==> src/tfw_pkg.sv <==
// ----------------------------------------------------------------------------
// tfw_pkg: shared types and constants of the tear-free write window block
// Holds field layouts, register indexes, the control word format and the
// microcode program that sequences the datapath.
// ----------------------------------------------------------------------------
`default_nettype none

package tfw_pkg;

  // Field widths
  localparam int PERIOD_W  = 20;
  localparam int TLINES_W  = 12;
  localparam int PORCH_W   = 8;
  localparam int FLOOR_W   = 16;
  localparam int TIME_IN_W = 32;
  localparam int RECT_W    = 12;
  localparam int WTIME_W   = 31;
  localparam int BEAM_W    = 13;
  localparam int EST_W     = 32;
  localparam int CMD_W     = 2;

  // Stream payload layout (lowest bit first)
  localparam int IN_NOW_LSB    = 0;
  localparam int IN_TOP_LSB    = IN_NOW_LSB + TIME_IN_W;
  localparam int IN_HEIGHT_LSB = IN_TOP_LSB + RECT_W;
  localparam int IN_WTIME_LSB  = IN_HEIGHT_LSB + RECT_W;
  localparam int IN_STAMP_LSB  = IN_WTIME_LSB + WTIME_W;
  localparam int IN_USED_W     = IN_STAMP_LSB + TIME_IN_W;
  localparam int IN_W          = ((IN_USED_W + 7) / 8) * 8;
  localparam int OUT_USED_W    = 1 + BEAM_W + EST_W;
  localparam int OUT_W         = ((OUT_USED_W + 7) / 8) * 8;

  // Configuration port
  localparam int APB_AW = 5;
  localparam int APB_DW = 32;
  localparam int REG_IDX_W = 3;
  localparam logic [REG_IDX_W-1:0] REG_FRAME_PERIOD = 3'd0;
  localparam logic [REG_IDX_W-1:0] REG_TOTAL_LINES  = 3'd1;
  localparam logic [REG_IDX_W-1:0] REG_SYNC_LINES   = 3'd2;
  localparam logic [REG_IDX_W-1:0] REG_PORCH_LINES  = 3'd3;
  localparam logic [REG_IDX_W-1:0] REG_EST_FLOOR    = 3'd4;

  localparam logic [PERIOD_W-1:0] FRAME_PERIOD_RST = 20'd16667;
  localparam logic [TLINES_W-1:0] TOTAL_LINES_RST  = 12'd525;
  localparam logic [PORCH_W-1:0]  SYNC_LINES_RST   = 8'd4;
  localparam logic [PORCH_W-1:0]  PORCH_LINES_RST  = 8'd8;
  localparam logic [FLOOR_W-1:0]  EST_FLOOR_RST    = 16'd1000;
  localparam logic [EST_W-1:0]    EST_RESET        = 32'd1000;
  localparam int                  DECAY_SHIFT      = 4;

  typedef struct packed {
    logic [PERIOD_W-1:0] frame_period;
    logic [TLINES_W-1:0] total_lines;
    logic [PORCH_W-1:0]  sync_lines;
    logic [PORCH_W-1:0]  porch_lines;
    logic [FLOOR_W-1:0]  est_floor;
  } tfw_cfg_t;

  typedef enum logic [CMD_W-1:0] {
    CMD_CHECK = 2'd0,
    CMD_WROTE = 2'd1,
    CMD_VSYNC = 2'd2,
    CMD_NONE  = 2'd3
  } tfw_cmd_e;

  // Datapath operations, one per control word
  typedef enum logic [3:0] {
    OP_NONE,
    OP_ACCEPT,
    OP_DIV_MOD,
    OP_MUL_PHASE,
    OP_DIV_PROD,
    OP_BEAM,
    OP_MUL_EST,
    OP_ADV,
    OP_CLEAR,
    OP_EST_DIFF,
    OP_EST_UPD,
    OP_VSYNC,
    OP_EMIT
  } tfw_op_e;

  typedef enum logic [2:0] {
    J_NEXT,
    J_GOTO,
    J_DISPATCH,
    J_WAIT_DIV,
    J_WAIT_OUT
  } tfw_jmp_e;

  localparam int STEP_W = 4;

  typedef struct packed {
    tfw_op_e           op;
    tfw_jmp_e          jmp;
    logic [STEP_W-1:0] target;
  } tfw_ctrl_t;

  typedef struct packed {
    logic     accept;
    tfw_cmd_e cmd;
    logic     div_busy;
    logic     out_free;
  } tfw_stat_t;

  // Program addresses
  localparam logic [STEP_W-1:0] ST_IDLE       = 4'd0;
  localparam logic [STEP_W-1:0] ST_CHECK      = 4'd1;
  localparam logic [STEP_W-1:0] ST_MOD_WAIT   = 4'd2;
  localparam logic [STEP_W-1:0] ST_MUL_PHASE  = 4'd3;
  localparam logic [STEP_W-1:0] ST_DIV_PHASE  = 4'd4;
  localparam logic [STEP_W-1:0] ST_PH_WAIT    = 4'd5;
  localparam logic [STEP_W-1:0] ST_BEAM       = 4'd6;
  localparam logic [STEP_W-1:0] ST_MUL_EST    = 4'd7;
  localparam logic [STEP_W-1:0] ST_DIV_EST    = 4'd8;
  localparam logic [STEP_W-1:0] ST_EST_WAIT   = 4'd9;
  localparam logic [STEP_W-1:0] ST_ADV        = 4'd10;
  localparam logic [STEP_W-1:0] ST_CLEAR      = 4'd11;
  localparam logic [STEP_W-1:0] ST_WRITE      = 4'd12;
  localparam logic [STEP_W-1:0] ST_WRITE_UPD  = 4'd13;
  localparam logic [STEP_W-1:0] ST_EMIT       = 4'd14;
  localparam logic [STEP_W-1:0] ST_VSYNC      = 4'd15;

  function automatic tfw_ctrl_t tfw_rom(input logic [STEP_W-1:0] step);
    tfw_ctrl_t w;
    w = '{op: OP_NONE, jmp: J_NEXT, target: ST_IDLE};
    case (step)
      ST_IDLE:      w = '{op: OP_ACCEPT,    jmp: J_DISPATCH, target: ST_IDLE};
      ST_CHECK:     w = '{op: OP_DIV_MOD,   jmp: J_NEXT,     target: ST_IDLE};
      ST_MOD_WAIT:  w = '{op: OP_NONE,      jmp: J_WAIT_DIV, target: ST_IDLE};
      ST_MUL_PHASE: w = '{op: OP_MUL_PHASE, jmp: J_NEXT,     target: ST_IDLE};
      ST_DIV_PHASE: w = '{op: OP_DIV_PROD,  jmp: J_NEXT,     target: ST_IDLE};
      ST_PH_WAIT:   w = '{op: OP_NONE,      jmp: J_WAIT_DIV, target: ST_IDLE};
      ST_BEAM:      w = '{op: OP_BEAM,      jmp: J_NEXT,     target: ST_IDLE};
      ST_MUL_EST:   w = '{op: OP_MUL_EST,   jmp: J_NEXT,     target: ST_IDLE};
      ST_DIV_EST:   w = '{op: OP_DIV_PROD,  jmp: J_NEXT,     target: ST_IDLE};
      ST_EST_WAIT:  w = '{op: OP_NONE,      jmp: J_WAIT_DIV, target: ST_IDLE};
      ST_ADV:       w = '{op: OP_ADV,       jmp: J_NEXT,     target: ST_IDLE};
      ST_CLEAR:     w = '{op: OP_CLEAR,     jmp: J_GOTO,     target: ST_EMIT};
      ST_WRITE:     w = '{op: OP_EST_DIFF,  jmp: J_NEXT,     target: ST_IDLE};
      ST_WRITE_UPD: w = '{op: OP_EST_UPD,   jmp: J_GOTO,     target: ST_EMIT};
      ST_EMIT:      w = '{op: OP_EMIT,      jmp: J_WAIT_OUT, target: ST_IDLE};
      ST_VSYNC:     w = '{op: OP_VSYNC,     jmp: J_GOTO,     target: ST_EMIT};
      default:      w = '{op: OP_NONE,      jmp: J_GOTO,     target: ST_IDLE};
    endcase
    return w;
  endfunction

endpackage

`default_nettype wire

==> src/tear_free_write_window_top.sv <==
// ----------------------------------------------------------------------------
// tear_free_write_window_top: tear-free write window predictor
// Check requests compute the beam line and the write advance from the vsync
// reference and report whether the rectangle lies clear; write-done requests
// update the write estimate; vsync requests store a nonzero reference stamp.
// ----------------------------------------------------------------------------
// The divider is DW = max(TIME_WIDTH, 32 + LINE_WIDTH) bits wide.
// Throughput: one request at a time; the next is taken the cycle after the
//   result is loaded. A check is bound by the serial divider, one quotient
//   bit per cycle, used three times (phase modulo, beam, advance).
// Reset: asynchronous, active low; registers return to their defaults, the
//   vsync reference to zero and the estimate to 1000 us. No clearing pass.
// ----------------------------------------------------------------------------
`default_nettype none

module tear_free_write_window_top #(
  parameter int TIME_WIDTH = 32,
  parameter int LINE_WIDTH = 12
) (
  input  wire                          clk_i,
  input  wire                          rst_ni,
  // Request stream
  input  wire                          s_axis_tvalid,
  output logic                         s_axis_tready,
  // now_us[31:0], rect_top[43:32], rect_height[55:44],
  // write_time_us[86:56], vsync_stamp_us[118:87], zero pad[119]
  input  wire  [tfw_pkg::IN_W-1:0]     s_axis_tdata,
  // command[1:0]
  input  wire  [tfw_pkg::CMD_W-1:0]    s_axis_tuser,
  // Result stream
  output logic                         m_axis_tvalid,
  input  wire                          m_axis_tready,
  // window_clear[0], beam_line[13:1], write_estimate[45:14], zero pad[47:46]
  output logic [tfw_pkg::OUT_W-1:0]    m_axis_tdata,
  // Register port
  input  wire                          psel,
  input  wire                          penable,
  input  wire                          pwrite,
  input  wire  [tfw_pkg::APB_AW-1:0]   paddr,
  input  wire  [tfw_pkg::APB_DW-1:0]   pwdata,
  output logic [tfw_pkg::APB_DW-1:0]   prdata,
  output logic                         pready
);
  import tfw_pkg::*;

  localparam int DW = (TIME_WIDTH > EST_W + LINE_WIDTH) ? TIME_WIDTH : EST_W + LINE_WIDTH;

  tfw_cfg_t  cfg_q;
  tfw_ctrl_t ctrl;
  tfw_stat_t stat;

  logic                 accept;
  logic                 cfg_wr;
  logic [REG_IDX_W-1:0] reg_idx;
  logic                 div_start, div_busy, out_free;
  logic [DW-1:0]        div_dividend, div_quot;
  logic [PERIOD_W-1:0]  div_divisor, div_rem;

  // --------------------------------------------------------------------------
  // Register file: write on the access phase, read back combinationally
  // --------------------------------------------------------------------------
  assign pready  = 1'b1;
  assign reg_idx = paddr[APB_AW-1:2];
  assign cfg_wr  = psel && penable && pwrite && pready;

  always_ff @(posedge clk_i or negedge rst_ni) begin
    if (!rst_ni) begin
      cfg_q.frame_period <= FRAME_PERIOD_RST;
      cfg_q.total_lines  <= TOTAL_LINES_RST;
      cfg_q.sync_lines   <= SYNC_LINES_RST;
      cfg_q.porch_lines  <= PORCH_LINES_RST;
      cfg_q.est_floor    <= EST_FLOOR_RST;
    end else if (cfg_wr) begin
      case (reg_idx)
        REG_FRAME_PERIOD: cfg_q.frame_period <= pwdata[PERIOD_W-1:0];
        REG_TOTAL_LINES:  cfg_q.total_lines  <= pwdata[TLINES_W-1:0];
        REG_SYNC_LINES:   cfg_q.sync_lines   <= pwdata[PORCH_W-1:0];
        REG_PORCH_LINES:  cfg_q.porch_lines  <= pwdata[PORCH_W-1:0];
        REG_EST_FLOOR:    cfg_q.est_floor    <= pwdata[FLOOR_W-1:0];
        default: ;  // drop writes beyond the register list
      endcase
    end
  end

  always_comb begin
    case (reg_idx)
      REG_FRAME_PERIOD: prdata = APB_DW'(cfg_q.frame_period);
      REG_TOTAL_LINES:  prdata = APB_DW'(cfg_q.total_lines);
      REG_SYNC_LINES:   prdata = APB_DW'(cfg_q.sync_lines);
      REG_PORCH_LINES:  prdata = APB_DW'(cfg_q.porch_lines);
      REG_EST_FLOOR:    prdata = APB_DW'(cfg_q.est_floor);
      default:          prdata = '0;
    endcase
  end

  // --------------------------------------------------------------------------
  // Request handshake: only the dispatch step of the program takes a request
  // --------------------------------------------------------------------------
  assign s_axis_tready = (ctrl.op == OP_ACCEPT);
  assign accept        = s_axis_tvalid && s_axis_tready;

  always_comb begin
    stat.accept   = accept;
    stat.cmd      = tfw_cmd_e'(s_axis_tuser);
    stat.div_busy = div_busy;
    stat.out_free = out_free;
  end

  tfw_seq u_seq (
    .clk_i  (clk_i),
    .rst_ni (rst_ni),
    .stat_i (stat),
    .ctrl_o (ctrl)
  );

  // Shared divider: phase modulo, beam scaling and advance scaling
  tfw_div #(
    .DIV_W (DW)
  ) u_div (
    .clk_i       (clk_i),
    .rst_ni      (rst_ni),
    .start_i     (div_start),
    .dividend_i  (div_dividend),
    .divisor_i   (div_divisor),
    .busy_o      (div_busy),
    .quotient_o  (div_quot),
    .remainder_o (div_rem)
  );

  tfw_dp #(
    .TIME_WIDTH (TIME_WIDTH),
    .LINE_WIDTH (LINE_WIDTH),
    .DIV_W      (DW)
  ) u_dp (
    .clk_i          (clk_i),
    .rst_ni         (rst_ni),
    .ctrl_i         (ctrl),
    .cfg_i          (cfg_q),
    .accept_i       (accept),
    .now_i          (s_axis_tdata[IN_NOW_LSB +: TIME_IN_W]),
    .top_i          (s_axis_tdata[IN_TOP_LSB +: RECT_W]),
    .height_i       (s_axis_tdata[IN_HEIGHT_LSB +: RECT_W]),
    .wtime_i        (s_axis_tdata[IN_WTIME_LSB +: WTIME_W]),
    .stamp_i        (s_axis_tdata[IN_STAMP_LSB +: TIME_IN_W]),
    .div_start_o    (div_start),
    .div_dividend_o (div_dividend),
    .div_divisor_o  (div_divisor),
    .div_quot_i     (div_quot),
    .div_rem_i      (div_rem),
    .out_free_o     (out_free),
    .out_ready_i    (m_axis_tready),
    .out_valid_o    (m_axis_tvalid),
    .out_data_o     (m_axis_tdata)
  );

`ifndef SYNTHESIS
  // No request is taken while the divider still works on the previous one
  a_no_accept_in_div: assert property (@(posedge clk_i) disable iff (!rst_ni)
    div_busy |-> !s_axis_tready)
    else $error("request port open while divider busy");

  // One request at a time: the port closes right after a request is taken
  a_one_at_a_time: assert property (@(posedge clk_i) disable iff (!rst_ni)
    (s_axis_tvalid && s_axis_tready) |=> !s_axis_tready)
    else $error("second request taken back to back");

  // A result only appears from the emit step
  a_result_from_emit: assert property (@(posedge clk_i) disable iff (!rst_ni)
    $rose(m_axis_tvalid) |-> $past(ctrl.op == OP_EMIT))
    else $error("result raised outside the emit step");
`endif

endmodule

`default_nettype wire

==> src/tfw_div.sv <==
// ----------------------------------------------------------------------------
// tfw_div: serial restoring divider
// One quotient bit per cycle; leaves quotient and remainder in place.
// ----------------------------------------------------------------------------
`default_nettype none

module tfw_div #(
  parameter int DIV_W = 44
) (
  input  wire                           clk_i,
  input  wire                           rst_ni,
  input  wire                           start_i,
  input  wire  [DIV_W-1:0]              dividend_i,
  input  wire  [tfw_pkg::PERIOD_W-1:0]  divisor_i,
  output logic                          busy_o,
  output logic [DIV_W-1:0]              quotient_o,
  output logic [tfw_pkg::PERIOD_W-1:0]  remainder_o
);
  import tfw_pkg::*;

  localparam int CNT_W = $clog2(DIV_W + 1);

  logic             busy_q, busy_d;
  logic [CNT_W-1:0] cnt_q, cnt_d;
  logic [DIV_W-1:0] quo_q;
  logic [PERIOD_W-1:0] rem_q;
  logic [PERIOD_W:0]   trial;
  logic [PERIOD_W:0]   trial_sub;
  logic                ge;

  always_comb begin
    trial     = {rem_q, quo_q[DIV_W-1]};
    trial_sub = trial - {1'b0, divisor_i};
    ge        = (trial >= {1'b0, divisor_i});
  end

  always_comb begin
    busy_d = busy_q;
    cnt_d  = cnt_q;
    if (start_i) begin
      busy_d = 1'b1;
      cnt_d  = CNT_W'(DIV_W);
    end else if (busy_q) begin
      cnt_d = cnt_q - 1'b1;
      if (cnt_q == CNT_W'(1)) begin
        busy_d = 1'b0;
      end
    end
  end

  always_ff @(posedge clk_i or negedge rst_ni) begin
    if (!rst_ni) begin
      busy_q <= 1'b0;
      cnt_q  <= '0;
    end else begin
      busy_q <= busy_d;
      cnt_q  <= cnt_d;
    end
  end

  // Shift one dividend bit into the partial remainder per cycle
  always_ff @(posedge clk_i) begin
    if (start_i) begin
      quo_q <= dividend_i;
      rem_q <= '0;
    end else if (busy_q) begin
      quo_q <= {quo_q[DIV_W-2:0], ge};
      rem_q <= ge ? trial_sub[PERIOD_W-1:0] : trial[PERIOD_W-1:0];
    end
  end

  assign busy_o      = busy_q;
  assign quotient_o  = quo_q;
  assign remainder_o = rem_q;

endmodule

`default_nettype wire

==> src/tfw_seq.sv <==
// ----------------------------------------------------------------------------
// tfw_seq: microcode sequencer
// Step counter over the program ROM, with command dispatch and wait jumps.
// ----------------------------------------------------------------------------
`default_nettype none

module tfw_seq (
  input  wire                  clk_i,
  input  wire                  rst_ni,
  input  tfw_pkg::tfw_stat_t   stat_i,
  output tfw_pkg::tfw_ctrl_t   ctrl_o
);
  import tfw_pkg::*;

  logic [STEP_W-1:0] step_q, step_d;
  tfw_ctrl_t         ctrl;

  always_comb begin
    ctrl = tfw_rom(step_q);
  end

  always_comb begin
    step_d = step_q;
    case (ctrl.jmp)
      J_NEXT:     step_d = step_q + 1'b1;
      J_GOTO:     step_d = ctrl.target;
      J_DISPATCH: begin
        if (stat_i.accept) begin
          case (stat_i.cmd)
            CMD_CHECK: step_d = ST_CHECK;
            CMD_WROTE: step_d = ST_WRITE;
            CMD_VSYNC: step_d = ST_VSYNC;
            default:   step_d = ST_EMIT;
          endcase
        end
      end
      J_WAIT_DIV: begin
        if (!stat_i.div_busy) begin
          step_d = step_q + 1'b1;
        end
      end
      J_WAIT_OUT: begin
        if (stat_i.out_free) begin
          step_d = ctrl.target;
        end
      end
      default:    step_d = ST_IDLE;
    endcase
  end

  always_ff @(posedge clk_i or negedge rst_ni) begin
    if (!rst_ni) begin
      step_q <= ST_IDLE;
    end else begin
      step_q <= step_d;
    end
  end

  assign ctrl_o = ctrl;

endmodule

`default_nettype wire

==> src/tfw_dp.sv <==
// ----------------------------------------------------------------------------
// tfw_dp: datapath of the tear-free write window
// Holds the request, the working registers, the vsync reference, the
// estimate and the result register, which the microcode operations update.
// ----------------------------------------------------------------------------
`default_nettype none

module tfw_dp #(
  parameter int TIME_WIDTH = 32,
  parameter int LINE_WIDTH = 12,
  parameter int DIV_W      = 44
) (
  input  wire                           clk_i,
  input  wire                           rst_ni,
  input  tfw_pkg::tfw_ctrl_t            ctrl_i,
  input  tfw_pkg::tfw_cfg_t             cfg_i,
  input  wire                           accept_i,
  input  wire  [tfw_pkg::TIME_IN_W-1:0] now_i,
  input  wire  [tfw_pkg::RECT_W-1:0]    top_i,
  input  wire  [tfw_pkg::RECT_W-1:0]    height_i,
  input  wire  [tfw_pkg::WTIME_W-1:0]   wtime_i,
  input  wire  [tfw_pkg::TIME_IN_W-1:0] stamp_i,
  output logic                          div_start_o,
  output logic [DIV_W-1:0]              div_dividend_o,
  output logic [tfw_pkg::PERIOD_W-1:0]  div_divisor_o,
  input  wire  [DIV_W-1:0]              div_quot_i,
  input  wire  [tfw_pkg::PERIOD_W-1:0]  div_rem_i,
  output logic                          out_free_o,
  input  wire                           out_ready_i,
  output logic                          out_valid_o,
  output logic [tfw_pkg::OUT_W-1:0]     out_data_o
);
  import tfw_pkg::*;

  localparam int CW    = LINE_WIDTH + 4;           // signed line arithmetic
  localparam int ADV_W = LINE_WIDTH + 3;
  localparam int BW    = (CW > BEAM_W) ? CW : BEAM_W;
  localparam logic [DIV_W-1:0] ADV_LIM = DIV_W'(1) << (LINE_WIDTH + 2);

  // Request capture
  logic [TIME_WIDTH-1:0] now_q, stamp_q;
  logic [LINE_WIDTH-1:0] top_q, height_q;
  logic [WTIME_W-1:0]    wtime_q;

  // Working registers
  logic [DIV_W-1:0]  prod_q;
  logic [CW-1:0]     beam_q;
  logic [ADV_W-1:0]  adv_q;
  logic              clear_q;
  logic              gt_q;
  logic [EST_W-1:0]  diff_q;

  // State
  logic [TIME_WIDTH-1:0] ref_q;
  logic [EST_W-1:0]      est_q, est_d;
  logic                  out_valid_q, out_valid_d;
  logic [OUT_W-1:0]      out_data_q;

  // Width adjustments
  logic [TIME_WIDTH+TIME_IN_W-1:0] now_ext, stamp_ext;
  logic [LINE_WIDTH+RECT_W-1:0]    top_ext, height_ext, lines_ext;
  logic [LINE_WIDTH-1:0]           lines;
  logic [TIME_WIDTH-1:0]           elapsed;
  logic [DIV_W+TIME_WIDTH-1:0]     elapsed_ext;
  logic [PERIOD_W+LINE_WIDTH-1:0]  mul_phase;
  logic [EST_W+LINE_WIDTH-1:0]     mul_est;
  logic [DIV_W+PERIOD_W+LINE_WIDTH-1:0] mul_phase_ext;
  logic [DIV_W+EST_W+LINE_WIDTH-1:0]    mul_est_ext;
  logic [CW-1:0]                   beam_d;
  logic [ADV_W-1:0]                adv_d;
  logic signed [CW-1:0]            s_beam, s_adv, s_top, s_height, s_lines;
  logic                            clear_d;
  logic [EST_W-1:0]                sample, decayed, floor_ext;
  logic [BW-1:0]                   beam_sx;

  assign now_ext     = {{TIME_WIDTH{1'b0}}, now_i};
  assign stamp_ext   = {{TIME_WIDTH{1'b0}}, stamp_i};
  assign top_ext     = {{LINE_WIDTH{1'b0}}, top_i};
  assign height_ext  = {{LINE_WIDTH{1'b0}}, height_i};
  assign lines_ext   = {{LINE_WIDTH{1'b0}}, cfg_i.total_lines};
  assign lines       = lines_ext[LINE_WIDTH-1:0];

  assign elapsed       = now_q - ref_q;
  assign elapsed_ext   = {{DIV_W{1'b0}}, elapsed};
  assign mul_phase     = div_rem_i * lines;
  assign mul_est       = est_q * lines;
  assign mul_phase_ext = {{DIV_W{1'b0}}, mul_phase};
  assign mul_est_ext   = {{DIV_W{1'b0}}, mul_est};

  // Divider request; a zero period divides as one
  assign div_start_o    = (ctrl_i.op == OP_DIV_MOD) || (ctrl_i.op == OP_DIV_PROD);
  assign div_dividend_o = (ctrl_i.op == OP_DIV_MOD) ? elapsed_ext[DIV_W-1:0] : prod_q;
  assign div_divisor_o  = (cfg_i.frame_period == '0) ? PERIOD_W'(1) : cfg_i.frame_period;

  // Beam line and clamped advance
  assign beam_d = CW'(div_quot_i[LINE_WIDTH-1:0]) - CW'(cfg_i.sync_lines)
                - CW'(cfg_i.porch_lines);
  assign adv_d  = (div_quot_i >= ADV_LIM) ? ADV_LIM[ADV_W-1:0] : div_quot_i[ADV_W-1:0];

  always_comb begin
    s_beam   = signed'(beam_q);
    s_adv    = signed'(CW'(adv_q));
    s_top    = signed'(CW'(top_q));
    s_height = signed'(CW'(height_q));
    s_lines  = signed'(CW'(lines));
    clear_d  = ((s_beam + s_adv) < s_top) ||
               ((s_beam > (s_top + s_height)) && ((s_lines - s_beam + s_top) > s_adv));
  end

  // Estimate: rise at once, decay by a sixteenth of the gap, hold the floor
  assign sample    = {wtime_q, 1'b0};
  assign decayed   = est_q - (diff_q >> DECAY_SHIFT);
  assign floor_ext = EST_W'(cfg_i.est_floor);

  always_comb begin
    est_d = est_q;
    if (ctrl_i.op == OP_EST_UPD) begin
      if (gt_q) begin
        est_d = sample;
      end else if (decayed < floor_ext) begin
        est_d = floor_ext;
      end else begin
        est_d = decayed;
      end
    end
  end

  assign beam_sx    = BW'(signed'(beam_q));
  assign out_free_o = !out_valid_q || out_ready_i;

  always_comb begin
    out_valid_d = out_valid_q;
    if ((ctrl_i.op == OP_EMIT) && out_free_o) begin
      out_valid_d = 1'b1;
    end else if (out_ready_i) begin
      out_valid_d = 1'b0;
    end
  end

  always_ff @(posedge clk_i or negedge rst_ni) begin
    if (!rst_ni) begin
      ref_q       <= '0;
      est_q       <= EST_RESET;
      out_valid_q <= 1'b0;
    end else begin
      est_q       <= est_d;
      out_valid_q <= out_valid_d;
      if ((ctrl_i.op == OP_VSYNC) && (stamp_q != '0)) begin
        ref_q <= stamp_q;
      end
    end
  end

  always_ff @(posedge clk_i) begin
    if (accept_i) begin
      now_q    <= now_ext[TIME_WIDTH-1:0];
      stamp_q  <= stamp_ext[TIME_WIDTH-1:0];
      top_q    <= top_ext[LINE_WIDTH-1:0];
      height_q <= height_ext[LINE_WIDTH-1:0];
      wtime_q  <= wtime_i;
      clear_q  <= 1'b0;
      beam_q   <= '0;
    end
    case (ctrl_i.op)
      OP_MUL_PHASE: prod_q  <= mul_phase_ext[DIV_W-1:0];
      OP_MUL_EST:   prod_q  <= mul_est_ext[DIV_W-1:0];
      OP_BEAM:      beam_q  <= beam_d;
      OP_ADV:       adv_q   <= adv_d;
      OP_CLEAR:     clear_q <= clear_d;
      OP_EST_DIFF: begin
        gt_q   <= (sample > est_q);
        diff_q <= est_q - sample;
      end
      default: ;
    endcase
    if ((ctrl_i.op == OP_EMIT) && out_free_o) begin
      out_data_q <= OUT_W'({est_q, beam_sx[BEAM_W-1:0], clear_q});
    end
  end

  assign out_valid_o = out_valid_q;
  assign out_data_o  = out_data_q;

`ifndef SYNTHESIS
  // The estimate starts at a nonzero value and no update can bring it to zero
  a_est_nonzero: assert property (@(posedge clk_i) disable iff (!rst_ni)
    est_q != '0)
    else $error("write estimate reached zero");
`endif

endmodule

`default_nettype wire

==> config.mk <==
export PLATFORM = sky130hd
export DESIGN_NAME = tear_free_write_window_top
export DESIGN_NICKNAME = d
export VERILOG_FILES = /design/src/tfw_pkg.sv /design/src/tear_free_write_window_top.sv /design/src/tfw_div.sv /design/src/tfw_seq.sv /design/src/tfw_dp.sv
export SDC_FILE = /design/constraint.sdc
export NUM_CORES = 2
export LEC_CHECK = 0
export ABC_AREA = 1
export BUFFER_PORTS_ARGS = -buffer_cell sky130_fd_sc_hd__buf_2
export CAP_MARGIN = 20
export CORE_MARGIN = 8
export CORE_UTILIZATION = 45
export CTS_CLUSTER_SIZE = 28
export DETAILED_ROUTE_END_ITERATION = 10
export GPL_TIMING_DRIVEN = 0
export PLACE_DENSITY = 0.62
export SLEW_MARGIN = 15
export SYNTH_ARGS = -nofsm -noshare
export SYNTH_HDL_FRONTEND = slang
export SYNTH_HIERARCHICAL = 1
export SYNTH_SLANG_ARGS = --single-unit
==> constraint.sdc <==
create_clock -name clk_i -period 14.1 [get_ports clk_i]
set_clock_uncertainty 0.1 [all_clocks]
set_input_delay 2.82 -clock clk_i [delete_from_list [all_inputs] [get_ports clk_i]]
set_output_delay 2.82 -clock clk_i [all_outputs]
set_load 0.03 [all_outputs]
==> metrics.txt <==
fraction of layout cells with a size suffix above 1=0.0750; CTS resizes=0; drt pass-1 iters=5; CTS tree=done; most frequent cells in the layout=nand2_1 (1817), inv_1 (1472), fa_1 (499); CTS root buf=clkbuf_16; H-tree levels=2; clock slew at reported path FFs=0.06 ns; gr ovfl total=0; Starting Density=0.454; Data arrival, critical path=around 8.0 ns; crit path kind=reg -> reg; first-pass GRT wire length=250000 um; DR vias/cell=5.20; slew of the pin with the lowest slew margin=1.19 ns; max_slew headroom=0.204; r2r setup slk=about 6.4 ns; overall global routing resource usage=0.253; HP Class=reg -> reg; # setup viols final=0; status=complete, no violations; dpl hpwl=133000 um; WL per Instance=18.8 um; fin crit share=0.549; vias in the first global route=approximately 44000; die area=0.125 mm2; Hold Buf Count CTS=0; # Post-CTS Setup Buffers=0; syn avg cell area=a little under 8 um2; Fin Setup TNS=0 ns; initial antenna violation count=5; endpoints failing hold=0; kind of start point of the critical path=flop; required time worst endpoint=14.37 ns; Final #Nets=roughly 8000; Yosys warnings=6; post-route minimum period=7.74 ns; clock tree sinks=472; final hold slack=approximately 0.32 ns; floorplan core area=0.112 mm2; Achievable Freq=129 MHz; largest net degree at the start of global routing=97; port bufs=around 220; Die Y=between 300 and 400 um; Synth Instances=6610; critical path endpoint category=flop; Max Slew Vio Count=0; drt drc=0; Inst Count DP=roughly 8400; fin cells=8462; Max Cap Violations=0; CTS Buffer Depth=3; I/O pin count=249; Detail Route Antenna Nets=0; Clock Latency Late Sink=0.67 ns; Iteration-0 DRC Markers=3333; Worst Path Max Fanout=10; # rows=123; Layout area overhead=10.3%; mapped cell area=between 0.05 and 0.06 mm2; commonest non-fill, non-tap cell in the layout=nand2_1; vias=44000; cts bufs inserted=58; GPL Wtd Cong=~0.94; Die Wd=about 350 um; setup repair after global routing missed its margin=false; final wirelength=159000 um
[area by class of cell]
type,count,area (um2)
clock buffer,73,1610
clock inverter,36,362
multi-input combinational,4418,31200
inverter,1492,5610
antenna,1,2.50
timing repair buffer,230,1340
sequential,472,13300
buffer,240,1090
fill,11100,56100
tap,1500,1880
[critical path, cell delays in order, from the launching register on]
cell,delay [ns]
dfrtp_1,0.39
clkbuf_1,0.89
clkbuf_1,0.85
nand2_1,0.10
inv_1,0.11
fa_1,0.47
ha_1,0.24
fa_1,0.49
inv_1,0.06
fa_1,0.44
fa_1,0.51
inv_1,0.05
ha_1,0.34
inv_1,0.06
o21ai_0,0.34
a21oi_1,0.13
o21ai_0,0.69
a21oi_1,0.28
o21bai_1,0.33
a21oi_1,0.10
o21ai_0,0.28
nand2_1,0.15
[state kept, by name (all words and copies together), names as in the netlist, 20 cells and up]
| register | flops |
|---|---|
| cfg_q | 64 |
| u_dp/out_data_o | 46 |
| u_div/quotient_o | 44 |
| u_dp/prod_q | 44 |
| u_dp/est_q | 32 |
| u_dp/now_q | 32 |
| u_dp/ref_q | 32 |
| u_dp/stamp_q | 32 |
| u_dp/wtime_q | 31 |
| u_dp/diff_q | 28 |
| u_div/remainder_o | 20 |
[path summary, 6_finish.rpt]
| kind | cells past startpoint | endpoint | from |
|---|---|---|---|
| worst min-delay path | 0 | u_dp/out_data_o[0]$_DFFE_PP_ | u_dp/clear_q$_SDFFCE_PN0P_ |
| max in group asynchronous | 2 | u_dp/est_q[24]$_DFFE_PN0N_ | rst_ni |
| worst max register to register | 21 | u_dp/prod_q[15]$_DFFE_PP_ | cfg_q[36]$_DFFE_PN0P_ |
| worst max-delay path | 21 | u_dp/prod_q[15]$_DFFE_PP_ | cfg_q[36]$_DFFE_PN0P_ |
| worst min register to register | 0 | u_dp/out_data_o[0]$_DFFE_PP_ | u_dp/clear_q$_SDFFCE_PN0P_ |
| min in group asynchronous | 1 | u_dp/ref_q[18]$_DFFE_PN0P_ | rst_ni |
[through the flow]
step	area (um2)	setup WS, ns	utilization
after floorplan	51100	4.96	-
after global placement	54100	1.45	0.481
after detailed placement	54400	6.51	0.483
after CTS	56300	6.48	0.501
after global routing	56400	5.94	0.501
final	56400	6.36	0.501
[per-layer routing]
layer | track usage | part of all wire | vias to the layer above
met2 | 0.420 | 0.46 | 1449
met4 | 0.0798 | 0.034 | 0
met1 | 0.342 | 0.43 | 21300
met5 | 0 | 0 | -
li1 | - | - | 21000
met3 | 0.0375 | 0.070 | 267
Power is not shown: default switching activity piles up to over one toggle a cycle in this logic, so the estimate is an artifact.
